[src/rtl/core/cpuex_pkg.sv]
// ----------------------------------------------------------------------------
// cpuex_pkg
// Shared types and constants for the opcode 0x19..0x3F execute block.
// ----------------------------------------------------------------------------
package cpuex_pkg;

	localparam int unsigned QueueDepth = 2;
	localparam int unsigned OutDepth   = 2;

	typedef enum logic [2:0] {
		GRP_NONE, GRP_ALU, GRP_LOAD, GRP_MEM, GRP_JUMP
	} grp_t;

	typedef struct packed {
		grp_t        grp;
		logic [5:0]  operation;
		logic [7:0]  imm_low;
		logic [7:0]  imm_high;
		logic [7:0]  mem_rdata;
		logic [15:0] instr_pc;
		logic [15:0] jump_pc;
	} dec_item_t;

	typedef struct packed {
		logic [7:0]  acc_value;
		logic [3:0]  flag_bits;
		logic [15:0] hl_value;
		logic [15:0] de_value;
		logic [15:0] sp_value;
		logic [15:0] mem_addr;
		logic        mem_read;
		logic        mem_write;
		logic [7:0]  mem_wdata;
		logic        branch_taken;
		logic [15:0] next_pc;
	} result_t;

endpackage

[src/rtl/core/cpuex_front.sv]
// ----------------------------------------------------------------------------
// cpuex_front
// Accept instructions, classify opcode, precompute jump target, queue them.
// ----------------------------------------------------------------------------
module cpuex_front #(
	parameter int unsigned DEPTH = cpuex_pkg::QueueDepth
) (
	input  logic                  clk,
	input  logic                  arst_n,
	input  logic                  push,
	output logic                  full,
	input  logic [5:0]            operation,
	input  logic [7:0]            imm_low,
	input  logic [7:0]            imm_high,
	input  logic [7:0]            mem_rdata,
	input  logic [15:0]           instr_pc,
	output logic                  q_valid,
	input  logic                  q_take,
	output cpuex_pkg::dec_item_t  q_item
);
	localparam int unsigned AW = (DEPTH > 1) ? $clog2(DEPTH) : 1;

	cpuex_pkg::dec_item_t mem_q [DEPTH];
	cpuex_pkg::dec_item_t din;
	logic [AW-1:0] wr_q, rd_q;
	logic [AW:0]   cnt_q;
	logic          do_push, do_pop;

	always_comb begin
		din           = '0;
		din.operation = operation;
		din.imm_low   = imm_low;
		din.imm_high  = imm_high;
		din.mem_rdata = mem_rdata;
		din.instr_pc  = instr_pc;
		din.jump_pc   = instr_pc + {{8{imm_low[7]}}, imm_low};
		unique case (operation)
			6'h20, 6'h28, 6'h30, 6'h38: din.grp = cpuex_pkg::GRP_JUMP;
			6'h1A, 6'h2A, 6'h3A: din.grp = cpuex_pkg::GRP_LOAD;
			6'h22, 6'h32, 6'h34, 6'h35, 6'h36: din.grp = cpuex_pkg::GRP_MEM;
			default: din.grp = (operation >= 6'h19) ? cpuex_pkg::GRP_ALU
				: cpuex_pkg::GRP_NONE;
		endcase
	end

	assign full    = (cnt_q == (AW+1)'(DEPTH));
	assign q_valid = (cnt_q != '0);
	assign do_push = push && !full;
	assign do_pop  = q_take && q_valid;
	assign q_item  = mem_q[rd_q];

	always_ff @(posedge clk) begin
		if (do_push) begin
			mem_q[wr_q] <= din;
		end
	end

	always_ff @(posedge clk or negedge arst_n) begin
		if (!arst_n) begin
			wr_q  <= '0;
			rd_q  <= '0;
			cnt_q <= '0;
		end else begin
			if (do_push) begin
				wr_q <= (wr_q == AW'(DEPTH-1)) ? '0 : wr_q + 1'b1;
			end
			if (do_pop) begin
				rd_q <= (rd_q == AW'(DEPTH-1)) ? '0 : rd_q + 1'b1;
			end
			cnt_q <= cnt_q + (AW+1)'(do_push) - (AW+1)'(do_pop);
		end
	end

	a_cnt_bound: assert property (@(posedge clk) disable iff (!arst_n)
		cnt_q <= (AW+1)'(DEPTH)) else $error("queue count overflow");
	a_full_hold: assert property (@(posedge clk) disable iff (!arst_n)
		full && !q_take |=> full) else $error("queue full dropped");
	a_push_cnt: assert property (@(posedge clk) disable iff (!arst_n)
		do_push && !do_pop |=> cnt_q == $past(cnt_q) + 1'b1)
		else $error("push lost");
endmodule

[src/rtl/core/cpuex_back.sv]
// ----------------------------------------------------------------------------
// cpuex_back
// Execute queued instructions on the register file, buffer results.
// ----------------------------------------------------------------------------
module cpuex_back #(
	parameter int unsigned DEPTH = cpuex_pkg::OutDepth
) (
	input  logic                  clk,
	input  logic                  arst_n,
	input  logic                  q_valid,
	output logic                  q_take,
	input  cpuex_pkg::dec_item_t  q_item,
	output logic                  o_valid,
	input  logic                  o_take,
	output cpuex_pkg::result_t    o_res
);
	localparam int unsigned AW = (DEPTH > 1) ? $clog2(DEPTH) : 1;

	logic [7:0]  acc_q, d_q, e_q, h_q, l_q;
	logic [3:0]  f_q;
	logic [15:0] sp_q;
	logic [7:0]  na, nd, ne, nh, nl, inc_v, dec_v, src, daa_v, corr;
	logic [3:0]  nf, inc_f, dec_f, daa_f, add_f;
	logic [15:0] nsp, hl, de, addb, add_r;
	logic [12:0] hsum;
	logic [16:0] fsum;
	cpuex_pkg::result_t r;
	cpuex_pkg::result_t res_q [DEPTH];
	logic [AW-1:0] wr_q, rd_q;
	logic [AW:0]   cnt_q;
	logic          ofull, sub;
	logic [5:0]    op;

	assign hl     = {h_q, l_q};
	assign de     = {d_q, e_q};
	assign ofull  = (cnt_q == (AW+1)'(DEPTH));
	assign q_take = q_valid && !ofull;
	assign op     = q_item.operation;

	always_comb begin
		unique case (op)
			6'h1C, 6'h1D: src = e_q;
			6'h24, 6'h25: src = h_q;
			6'h2C, 6'h2D: src = l_q;
			6'h34, 6'h35: src = q_item.mem_rdata;
			default: src = acc_q;
		endcase
		inc_v = src + 8'd1;
		dec_v = src - 8'd1;
		inc_f = {inc_v == 8'd0, 1'b0, src[3:0] == 4'hF, f_q[0]};
		dec_f = {dec_v == 8'd0, 1'b1, src[3:0] == 4'h0, f_q[0]};
		unique case (op)
			6'h19: addb = de;
			6'h29: addb = hl;
			default: addb = sp_q;
		endcase
		hsum  = {1'b0, hl[11:0]} + {1'b0, addb[11:0]};
		fsum  = {1'b0, hl} + {1'b0, addb};
		add_r = fsum[15:0];
		add_f = {f_q[3], 1'b0, hsum[12], fsum[16]};
		sub   = f_q[2];
		corr  = '0;
		daa_f = f_q;
		if (f_q[1] || (!sub && acc_q[3:0] > 4'd9)) begin
			corr[2:1] = 2'b11;
		end
		if (f_q[0] || (!sub && acc_q > 8'h99)) begin
			corr[6:5] = 2'b11;
			daa_f[0]  = 1'b1;
		end
		daa_v = sub ? acc_q - corr : acc_q + corr;
		daa_f = {daa_v == 8'd0, daa_f[2], 1'b0, daa_f[0]};

		na = acc_q; nf = f_q; nd = d_q; ne = e_q; nh = h_q; nl = l_q; nsp = sp_q;
		r  = '0;
		r.next_pc = q_item.instr_pc;
		unique case (op)
			6'h19, 6'h29, 6'h39: {nh, nl, nf} = {add_r, add_f};
			6'h1A: begin
				r.mem_addr = de; r.mem_read = 1'b1; na = q_item.mem_rdata;
			end
			6'h1B: {nd, ne} = de - 16'd1;
			6'h1C: {ne, nf} = {inc_v, inc_f};
			6'h1D: {ne, nf} = {dec_v, dec_f};
			6'h1E: ne = q_item.imm_low;
			6'h1F: begin
				na = {f_q[0], acc_q[7:1]}; nf = {3'b000, acc_q[0]};
			end
			6'h20: r.branch_taken = !f_q[3];
			6'h21: {nh, nl} = {q_item.imm_high, q_item.imm_low};
			6'h22: begin
				r.mem_addr = hl; r.mem_write = 1'b1; r.mem_wdata = acc_q;
				{nh, nl} = hl + 16'd1;
			end
			6'h23: {nh, nl} = hl + 16'd1;
			6'h24: {nh, nf} = {inc_v, inc_f};
			6'h25: {nh, nf} = {dec_v, dec_f};
			6'h26: nh = q_item.imm_low;
			6'h27: {na, nf} = {daa_v, daa_f};
			6'h28: r.branch_taken = f_q[3];
			6'h2A: begin
				r.mem_addr = hl; r.mem_read = 1'b1; na = q_item.mem_rdata;
				{nh, nl} = hl + 16'd1;
			end
			6'h2B: {nh, nl} = hl - 16'd1;
			6'h2C: {nl, nf} = {inc_v, inc_f};
			6'h2D: {nl, nf} = {dec_v, dec_f};
			6'h2E: nl = q_item.imm_low;
			6'h2F: begin
				na = ~acc_q; nf = f_q | 4'b0110;
			end
			6'h30: r.branch_taken = !f_q[0];
			6'h31: nsp = {q_item.imm_high, q_item.imm_low};
			6'h32: begin
				r.mem_addr = hl; r.mem_write = 1'b1; r.mem_wdata = acc_q;
				{nh, nl} = hl - 16'd1;
			end
			6'h33: nsp = sp_q + 16'd1;
			6'h34: begin
				r.mem_addr = hl; r.mem_read = 1'b1; r.mem_write = 1'b1;
				r.mem_wdata = inc_v; nf = inc_f;
			end
			6'h35: begin
				r.mem_addr = hl; r.mem_read = 1'b1; r.mem_write = 1'b1;
				r.mem_wdata = dec_v; nf = dec_f;
			end
			6'h36: begin
				r.mem_addr = hl; r.mem_write = 1'b1; r.mem_wdata = q_item.imm_low;
			end
			6'h37: nf = {f_q[3], 3'b001};
			6'h38: r.branch_taken = f_q[0];
			6'h3A: begin
				r.mem_addr = hl; r.mem_read = 1'b1; na = q_item.mem_rdata;
				{nh, nl} = hl - 16'd1;
			end
			6'h3B: nsp = sp_q - 16'd1;
			6'h3C: {na, nf} = {inc_v, inc_f};
			6'h3D: {na, nf} = {dec_v, dec_f};
			6'h3E: na = q_item.imm_low;
			6'h3F: nf = {f_q[3], 2'b00, !f_q[0]};
			default: ;
		endcase
		if (r.branch_taken) begin
			r.next_pc = q_item.jump_pc;
		end
		r.acc_value = na;
		r.flag_bits = nf;
		r.hl_value  = {nh, nl};
		r.de_value  = {nd, ne};
		r.sp_value  = nsp;
	end

	assign o_valid = (cnt_q != '0);
	assign o_res   = res_q[rd_q];

	always_ff @(posedge clk) begin
		if (q_take) begin
			res_q[wr_q] <= r;
		end
	end

	always_ff @(posedge clk or negedge arst_n) begin
		if (!arst_n) begin
			acc_q <= '0; f_q <= '0; d_q <= '0; e_q <= '0;
			h_q <= '0; l_q <= '0; sp_q <= '0;
			wr_q <= '0; rd_q <= '0; cnt_q <= '0;
		end else begin
			if (q_take) begin
				acc_q <= na; f_q <= nf; d_q <= nd; e_q <= ne;
				h_q <= nh; l_q <= nl; sp_q <= nsp;
				wr_q <= (wr_q == AW'(DEPTH-1)) ? '0 : wr_q + 1'b1;
			end
			if (o_take && o_valid) begin
				rd_q <= (rd_q == AW'(DEPTH-1)) ? '0 : rd_q + 1'b1;
			end
			cnt_q <= cnt_q + (AW+1)'(q_take) - (AW+1)'(o_take && o_valid);
		end
	end

	a_stall: assert property (@(posedge clk) disable iff (!arst_n)
		ofull && !o_take |=> $stable(acc_q) && $stable(hl))
		else $error("state moved while stalled");
	a_rw_excl: assert property (@(posedge clk) disable iff (!arst_n)
		r.branch_taken |-> !r.mem_read && !r.mem_write)
		else $error("jump with memory access");
	a_cnt: assert property (@(posedge clk) disable iff (!arst_n)
		cnt_q <= (AW+1)'(DEPTH)) else $error("result buffer overflow");
endmodule

[src/rtl/core/cpu_opcode_block_19_to_3f_execute.sv]
// ----------------------------------------------------------------------------
// cpu_opcode_block_19_to_3f_execute
// Execute stage for opcodes 0x19..0x3F: front decode queue, back execute unit.
// ----------------------------------------------------------------------------
// Path: a push writes the decode queue; the execute unit then writes the result buffer, stalling while it is full.
// Throughput: one transaction per cycle while the result buffer is not full.
// By default both queues hold two entries, so the block absorbs short pop stalls.
// Reset clears A, flags, D, E, H, L, SP and empties both queues.
module cpu_opcode_block_19_to_3f_execute #(
	parameter int unsigned QUEUE_DEPTH = cpuex_pkg::QueueDepth,
	parameter int unsigned OUT_DEPTH   = cpuex_pkg::OutDepth
) (
	input  logic        clk,
	input  logic        arst_n,
	input  logic        push,
	output logic        full,
	input  logic [5:0]  operation,
	input  logic [7:0]  imm_low,
	input  logic [7:0]  imm_high,
	input  logic [7:0]  mem_rdata,
	input  logic [15:0] instr_pc,
	output logic        empty,
	input  logic        pop,
	output logic [7:0]  acc_value,
	output logic [3:0]  flag_bits,
	output logic [15:0] hl_value,
	output logic [15:0] de_value,
	output logic [15:0] sp_value,
	output logic [15:0] mem_addr,
	output logic        mem_read,
	output logic        mem_write,
	output logic [7:0]  mem_wdata,
	output logic        branch_taken,
	output logic [15:0] next_pc
);
	logic                 q_valid, q_take, o_valid;
	cpuex_pkg::dec_item_t q_item;
	cpuex_pkg::result_t   o_res;

	cpuex_front #(.DEPTH(QUEUE_DEPTH)) u_front (
		.clk, .arst_n, .push, .full, .operation, .imm_low, .imm_high,
		.mem_rdata, .instr_pc, .q_valid, .q_take, .q_item
	);

	cpuex_back #(.DEPTH(OUT_DEPTH)) u_back (
		.clk, .arst_n, .q_valid, .q_take, .q_item,
		.o_valid, .o_take(pop), .o_res
	);

	assign empty        = !o_valid;
	assign acc_value    = o_res.acc_value;
	assign flag_bits    = o_res.flag_bits;
	assign hl_value     = o_res.hl_value;
	assign de_value     = o_res.de_value;
	assign sp_value     = o_res.sp_value;
	assign mem_addr     = o_res.mem_addr;
	assign mem_read     = o_res.mem_read;
	assign mem_write    = o_res.mem_write;
	assign mem_wdata    = o_res.mem_wdata;
	assign branch_taken = o_res.branch_taken;
	assign next_pc      = o_res.next_pc;
endmodule
[config.mk]
export PLATFORM = sky130hd
export DESIGN_NAME = cpu_opcode_block_19_to_3f_execute
export DESIGN_NICKNAME = d
export VERILOG_FILES = /design/src/rtl/core/cpuex_pkg.sv /design/src/rtl/core/cpuex_front.sv /design/src/rtl/core/cpuex_back.sv /design/src/rtl/core/cpu_opcode_block_19_to_3f_execute.sv
export SDC_FILE = /design/constraint.sdc
export NUM_CORES = 1
export LEC_CHECK = 0
export BUFFER_PORTS_ARGS = -buffer_cell sky130_fd_sc_hd__clkbuf_2
export CORE_MARGIN = 1
export CORE_UTILIZATION = 35
export DETAILED_ROUTE_END_ITERATION = 10
export GPL_TIMING_DRIVEN = 0
export HOLD_SLACK_MARGIN = 0.06
export PLACE_DENSITY = 0.6
export SYNTH_ARGS = -nofsm -noshare
export SYNTH_HDL_FRONTEND = slang
export SYNTH_SLANG_ARGS = --single-unit
[constraint.sdc]
create_clock -name clk -period 6.48 [get_ports clk]
set_clock_uncertainty 0.1 [all_clocks]
set_input_delay 0 -clock clk [delete_from_list [all_inputs] [get_ports clk]]
set_output_delay 0 -clock clk [all_outputs]
set_load 0.02 [all_outputs]
Word level (Yosys, flattened, before mapping)
Memories as Yosys holds them, arrays and structs flattened.
Cells that the tools add are included.
{"block": "word_totals", "regBits": 68, "mem_bits_rw": 336, "in_bits": 50, "output_inout_bits": 105, "word_cells": 158, "memories": 2}
{"name": "u_back.res_q", "words": 2, "width": 103, "read_ports": 1, "rd_ports_with_merged_regs": 0, "wr": 1, "line": "cpuex_back.sv:28", "rtl": "cpuex_pkg::result_t res_q [DEPTH];"}
{"name": "u_front.mem_q", "words": 2, "width": 65, "read_ports": 1, "rd_ports_with_merged_regs": 0, "wr": 1, "line": "cpuex_front.sv:23", "rtl": "cpuex_pkg::dec_item_t mem_q [DEPTH];"}
{"block": "op_classes", "add_sub_neg": 20, "magnitude_cmp": 3, "eq_ne": 54, "mux": 28, "bitwise": 1, "reduce_logical": 37}
{"operator": "$eq A6 B6 Y1 const B", "n": 43}
{"operator": "$pmux W8 S7", "n": 2}
{"operator": "$pmux W16 S2", "n": 2}
{"operator": "$pmux W8 S4", "n": 2}
{"operator": "$eq A6 B5 Y1 const B", "n": 8}
{"operator": "$pmux W16 S3", "n": 1}
{"operator": "$pmux W8 S6", "n": 1}
{"operator": "$sub A16 B1 Y16 const B", "n": 3}
{"operator": "$pmux W9 S4", "n": 1}
{"operator": "$add A16 B1 Y16 const B", "n": 2}
{"operator": "$pmux W4 S8", "n": 1}
{"operator": "$logic_not A8 Y1", "n": 3}
{"operator": "$reduce_or A5 Y1", "n": 4}
{"operator": "$add A16 B16 Y17", "n": 1}
{"operator": "$add A16 B16 Y16", "n": 1}
{"operator": "$mux W16", "n": 1}
{"operator": "$mux W8", "n": 2}
{"operator": "$reduce_or A3 Y1", "n": 5}
{"operator": "$add A12 B12 Y13", "n": 1}
{"operator": "$reduce_or A2 Y1", "n": 6}
{"operator": "$mux W1", "n": 11}
{"operator": "$pmux W3 S3", "n": 1}
{"operator": "$add A8 B1 Y8 const B", "n": 1}
{"operator": "$add A8 B7 Y8", "n": 1}
{"operator": "20 further kinds", "n": 39}

Logic depth before layout (Yosys ltp)
{"block": "logic_depth", "ltp_word": 8, "ltp_mapped": 23, "depth_no_buf": 17}

By module
Synthesis repeated with hierarchy kept, for this count alone.
{"block": "hier_totals", "hier_cells": 1946, "area_unflattened_um2": 22405.2}
{"module": "cpuex_back", "n_inst": 1, "cells_each": 1621, "area_per_inst_um2": 16739.8, "seq_area_each_um2": 7787.5}
{"module": "cpuex_front", "n_inst": 1, "cells_each": 324, "area_per_inst_um2": 5661.7, "seq_area_each_um2": 4003.8}
{"module": "cpu_opcode_block_19_to_3f_execute", "n_inst": 1, "cells_each": 1, "area_per_inst_um2": 3.8, "seq_area_each_um2": 0.0}

Least setup slack after synthesis
OpenSTA, ideal clock, no wires.
{"block": "synth_timing", "kind": "register -> register", "startpoint": "reg u_back.cnt_q[1]", "endpoint": "mem u_back.res_q[0][0] (netlist name), enable pin", "setup_time_ns": 0.566, "t_arrival_ns": 5.257, "t_required_ns": 5.814, "path_slack_ns": 0.557, "stages_incl_launch_ff": 6, "path_buffers": 2, "synth_period_minus_slack_ns": 5.923, "path_cell_list": "dfrtp_1 inv_1 o22ai_1 clkbuf_1 buf_1 nor2_1"}
{"block": "synth_via", "elab_chain_cells": 5}
{"element": "start: declaration", "line": "cpuex_back.sv:30", "rtl": "logic [AW:0] cnt_q;"}
{"element": "start signal: assignment", "line": "cpuex_back.sv:176", "rtl": "cnt_q <= cnt_q + (AW+1)'(q_take) - (AW+1)'(o_take && o_valid);"}
{"element": "$eq A2 B2 Y1", "line": "cpuex_back.sv:36", "rtl": "assign ofull = (cnt_q == (AW+1)'(DEPTH));"}
{"element": "$logic_not A1 Y1", "line": "cpuex_back.sv:37", "rtl": "assign q_take = q_valid && !ofull;"}
{"element": "$logic_and A1 B1 Y1", "line": "cpuex_back.sv:37"}
{"element": "$mux W1", "line": "cpuex_back.sv:157", "rtl": "if (q_take) begin"}
{"element": "$mux W1 (not written as such)", "line": "cpuex_back.sv:158", "rtl": "res_q[wr_q] <= r;"}
{"element": "end: declaration", "line": "cpuex_back.sv:28"}
No other way between the ends.

Final worst setup path
{"block": "layout_timing", "startpoint": "reg u_front.rd_q", "endpoint": "mem u_back.res_q[0][57] (netlist name) (data pin)"}
{"block": "layout_via", "elab_chain_cells": 3, "word_cells_on_any_way": 5, "classes_between": "3 x eq/ne; 1 x mux; 1 x memory"}
{"element": "start: declaration", "line": "cpuex_front.sv:25", "rtl": "logic [AW-1:0] wr_q, rd_q;"}
{"element": "start signal: assignment", "line": "cpuex_front.sv:68", "rtl": "rd_q <= (rd_q == AW'(DEPTH-1)) ? '0 : rd_q + 1'b1;"}
{"element": "$mem_v2 Z2 W65 *"}
{"element": "$eq A6 B6 Y1", "line": "cpuex_back.sv:77", "rtl": "unique case (op)"}
{"element": "$pmux W16 S3 *", "line": "cpuex_back.sv:77"}
{"element": "named net u_back.nsp[14]", "line": "cpuex_back.sv:24", "rtl": "logic [15:0] nsp, hl, de, addb, add_r;"}
Mark *: on every way through the listed nets, which the timed path passes. The rest lies on a longest branch.

==> results_tabular.tex <==
\begin{tabular}{lr}
\hline
Metric & Value \\
\hline
\multicolumn{2}{l}{\textbf{Power}} \\
\quad Power per cell area & 573 nW/um\^{}2 \\
\quad Static Leakage & 9.89 nW \\
\quad Peak ir drop on the vdd network & 0.281 mV \\
\multicolumn{2}{l}{\textbf{Finish}} \\
\quad Register Area & 11600 sq um \\
\quad Layout overhead on the synthesized area & 20.5\% \\
\quad Fin area & 26400 sq um \\
\quad Filler cell count in the final layout & 5875 \\
\quad Commonest cells after routing, fill and taps aside & edfxtp\_1 (330), clkbuf\_2 (156), nor2\_1 (152), mux2\_2 (129), nand2\_1 (121) \\
\quad Footprint of the multi-input gates & 9620 sq um \\
\quad Fraction of final layout cells with drive strength greater than 1 & 0.218 \\
\quad \# diodes & 0 \\
\quad Leading cell type in the layout, fill and taps excluded & edfxtp\_1 \\
\quad Number of nets in the layout & 2251 \\
\multicolumn{2}{l}{\textbf{Floorplan}} \\
\quad Core Footprint & 61700 sq um \\
\quad Horizontal die dimension & 252 microns \\
\quad Number of placed I/O pins & 155 \\
\quad Initial core utilization & 0.354 \\
\quad Die outline area & 63500 sq um \\
\quad Chip Height & 252 microns \\
\quad Floorplan row count & 91 \\
\multicolumn{2}{l}{\textbf{Worst setup path}} \\
\quad Worst-path cell with the longest stage delay & a2111oi\_0 \\
\quad Cell Chain, Critical Path & buf\_6 -> buf\_6 -> buf\_6 -> buf\_2 -> and3\_1 -> nor2\_1 -> or3\_1 -> clkbuf\_1 -> nor2\_2 -> ha\_1 -> a21o\_1 -> a21o\_1 -> a2111oi\_0 -> o31ai\_1 -> o41a\_1 -> a31oi\_1 -> xor2\_1 -> o22ai\_1 -> a21o\_1 \\
\quad Delay of the slowest critical-path stage & 720 ps \\
\quad Cell family with the largest share of critical-path delay & compound AO/OA/AOI/OAI gates \\
\quad Critical Path AT & 6330 ps \\
\quad Buf/Inv on CP & 5 \\
\quad Setup crit end kind & flip-flop \\
\quad Startpoint type of the worst setup path & flip-flop \\
\quad Category of the critical setup timing path & reg -> reg \\
\quad CP max FO & 15 \\
\quad Reg2Reg Setup Slack & 370 ps \\
\quad Required time worst endpoint & 6700 ps \\
\multicolumn{2}{l}{\textbf{Clock tree}} \\
\quad Max Root-Sink Buffers & 3 \\
\quad CTS tree & built \\
\quad Setup repair bufs after CTS & 0 \\
\quad Clock root cell & clkbuf\_16 \\
\quad Clock sink count & 398 \\
\quad Register clock-pin slew on the reported worst setup and hold paths & 60 ps \\
\quad CTS Buf Count & 44 \\
\quad Worst skew pair latency & 600 ps \\
\quad Total number of H-tree levels & 2 \\
\multicolumn{2}{l}{\textbf{Timing}} \\
\quad Finish-stage setup viols & 0 \\
\quad Final Hold Viols & 0 \\
\quad Slew Limit Fails & 7 \\
\quad Worst Max-Slew Pin Slew & 1510 ps \\
\quad Maximum achievable frequency & 164 MHz \\
\quad RSZ-0062 raised after global routing & no \\
\quad Worst Setup Slack, final & 368 ps \\
\quad Final Critical Period & 6110 ps \\
\quad Final-layout setup total negative slack & 0 ps \\
\quad Worst max-slew margin expressed relative to the limit & -0.0371 \\
\quad Final worst path period share & 0.943 \\
\multicolumn{2}{l}{\textbf{Yosys}} \\
\quad Number of flops mapped to enable cells by yosys & 330 \\
\quad Share of cell area taken by muxes after synthesis & 0.102 \\
\quad Main combinational cell family by area after synthesis & compound AO/OA/AOI/OAI gates \\
\quad Post-synth ARST share & 0.171 \\
\quad Simple-Gate Fraction of Synth Area & 0.117 \\
\quad Number of nets produced by synthesis & 1955 \\
\quad Parity-gate share of the synthesized area counting xor and xnor cells & 0.0367 \\
\quad Synth Flop Type & edfxtp\_1 \\
\quad Count of mapped cells out of synthesis & 1837 \\
\quad Flip-flop and latch count after synthesis & 398 \\
\quad Post-synth design cell area & 21900 sq um \\
\quad Share of synthesized cell area in full adder, half adder and majority cells & 0.0403 \\
\quad Total of warnings raised by yosys & 0 \\
\quad Synth Area in Compound Gates & 0.142 \\
\quad Synthesized area per cell & 11.9 sq um \\
\quad Netlist cell types & 105 \\
\quad Sequential element share of the synthesized area & 0.531 \\
\multicolumn{2}{l}{\textbf{Placed design}} \\
\quad Gpl congestion & 1.00 \\
\quad Worst slack at placement & -303 ps \\
\quad Number of input and output port buffers inserted & 154 \\
\quad Total cell area at the placement stage & 23900 sq um \\
\quad Half-perimeter wire length after detailed placement & 55500 microns \\
\multicolumn{2}{l}{\textbf{GRT}} \\
\quad Met1 track demand over resource & 0.326 \\
\quad GR Util met3 & 0.0289 \\
\quad Global router's overall resource usage & 0.235 \\
\quad Gr busiest metal & met2 \\
\quad Total congestion overflow & 0 \\
\quad Global routing met2 resource utilization & 0.369 \\
\quad Vias in the first global route & 16900 \\
\quad First-pass GRT wire length & 111000 microns \\
\quad Number of antenna violations at the first check in global routing & 0 \\
\quad Largest net degree at the start of global routing & 63 \\
\multicolumn{2}{l}{\textbf{Route}} \\
\quad Drt wl/cell & 25.1 microns \\
\quad Detailed Routing Iterations Pass 1 & 6 \\
\quad Routed wire length & 75400 microns \\
\quad Detail Route Antenna Nets & 0 \\
\quad Total number of vias & 17200 \\
\quad Number of vias per cell & 5.72 \\
\quad Detailed router's first-iteration violation count & 1716 \\
\quad Number of remaining DRC errors & 0 \\
\multicolumn{2}{l}{\textbf{Outcome}} \\
\quad Result of the run & complete, but fails checks \\
\quad Violations in the final reports & capacitance limit, slew limit \\
\multicolumn{2}{l}{\textbf{Min path}} \\
\quad Worst hold-check path type & in -> reg \\
\multicolumn{2}{l}{\textbf{Flow run}} \\
\quad Max-cap check violation count & 1 \\
\hline
\end{tabular}
## cells by family (layout without fill, tap and decap cells)
logic type,Yosys count,count (layout)
XOR/XNOR,89,89
buffers and inverters,169,501
adder cells (fa/ha/maj),68,68
flip-flops,398,398
multiplexers,184,184
AO/OA/AOI/OAI,419,419
AND/OR/NAND/NOR,510,510
## registers in the layout, summed over array words and instances, names as in the netlist
name / flops
u_back.acc_q: 8
u_back.cnt_q: 2
u_back.d_q: 8
u_back.e_q: 8
u_back.f_q: 4
u_back.h_q: 8
u_back.l_q: 8
u_back.rd_q: 1
u_back.res_q: 206
u_back.sp_q: 16
u_back.wr_q: 1
u_front.cnt_q: 2
u_front.mem_q: 124
u_front.rd_q: 1
u_front.wr_q: 1
## where the power goes
group | leakage (nW) | internal (mW) | switching, mW
Clock | 0.737 | 1.51 | 1.09
Sequential | 3.99 | 4.21 | 0.472
Combinational | 5.17 | 2.63 | 5.19
## synth_stat cells (9+ instances only)
library cell / count / share of area
edfxtp_1: 330 / 0.45
nor2_1: 155 / 0.027
mux2_2: 129 / 0.066
nand2_1: 121 / 0.021
clkbuf_1: 77 / 0.013
a21oi_1: 72 / 0.016
dfrtp_1: 68 / 0.078
ha_1: 64 / 0.037
inv_1: 57 / 0.0098
xnor2_1: 56 / 0.022
o21ai_0: 45 / 0.010
nand3_1: 41 / 0.0094
nor3_1: 38 / 0.0087
o22ai_1: 35 / 0.010
o221ai_1: 33 / 0.013
mux2i_1: 32 / 0.015
xor2_1: 30 / 0.012
a31oi_1: 23 / 0.0066
and3_1: 23 / 0.0066
a21o_1: 18 / 0.0062
a22o_1: 18 / 0.0072
buf_1: 17 / 0.0029
a222oi_1: 16 / 0.0073
mux4_2: 16 / 0.016
a221o_1: 14 / 0.0064
nand2b_1: 14 / 0.0040
o221a_2: 13 / 0.0067
o22a_1: 13 / 0.0052
a211oi_1: 11 / 0.0038
nor4_1: 11 / 0.0031
o21a_1: 11 / 0.0038
or2_2: 11 / 0.0031
or3_1: 11 / 0.0031
o21ai_1: 10 / 0.0023
and2_1: 9 / 0.0026
nand4_1: 9 / 0.0026
## layout make-up
class	instances	area share
sequential	398	0.441
buffer	110	0.0178
clock buffer	63	0.0483
clock inverter	19	0.00964
inverter	59	0.00840
tap	837	0.0397
multi-input combinational	1270	0.365
timing repair buffer	250	0.0704
## path summary, 6_finish.rpt
kind                                             from                              to  cells past startpoint
hold / removal                            instr_pc[9]  u_front.mem_q[1][25]$_DFFE_PP_                      2
max in group asynchronous                      arst_n       u_back.h_q[5]$_DFFE_PN0P_                      4
setup reg to reg             u_front.rd_q$_DFFE_PN0P_   u_back.res_q[0][57]$_DFFE_PP_                     19
hold reg to reg            u_front.cnt_q[1]$_DFF_PN0_      u_front.cnt_q[1]$_DFF_PN0_                      1
setup / recovery             u_front.rd_q$_DFFE_PN0P_   u_back.res_q[0][57]$_DFFE_PP_                     19
min in group asynchronous                      arst_n      u_front.cnt_q[0]$_DFF_PN0_                      4
## stage by stage
step            util  total power, mW  std cells  hold slack (ps)
2_1_floorplan      -             9.52       1837             -396
3_3_place_gp   0.384             12.1       2828             93.0
3_5_place_dp   0.388             12.4       2839            -63.1
4_1_cts        0.427             15.1       3005             60.1
5_1_grt        0.427             15.8       3006             82.5
6_report       0.427             15.1       3006             65.3
## routing by layer
layer,vias up,wire length [microns]
met5,-,0
met4,0,3420
met3,142,4980
met2,683,34100
met1,8670,32800
li1,7690,-
## timing repair
| action | in CTS | in global routing |
|---|---|---|
| hold buffers | 84 | 0 |
| gates resized for setup | 4 | 3 |
| endpoints found under the hold margin | 228 | 0 |
| endpoints found under the setup margin | 21 | 13 |
| pin swaps | 0 | 0 |
Power figures use the tool's default switching activity.
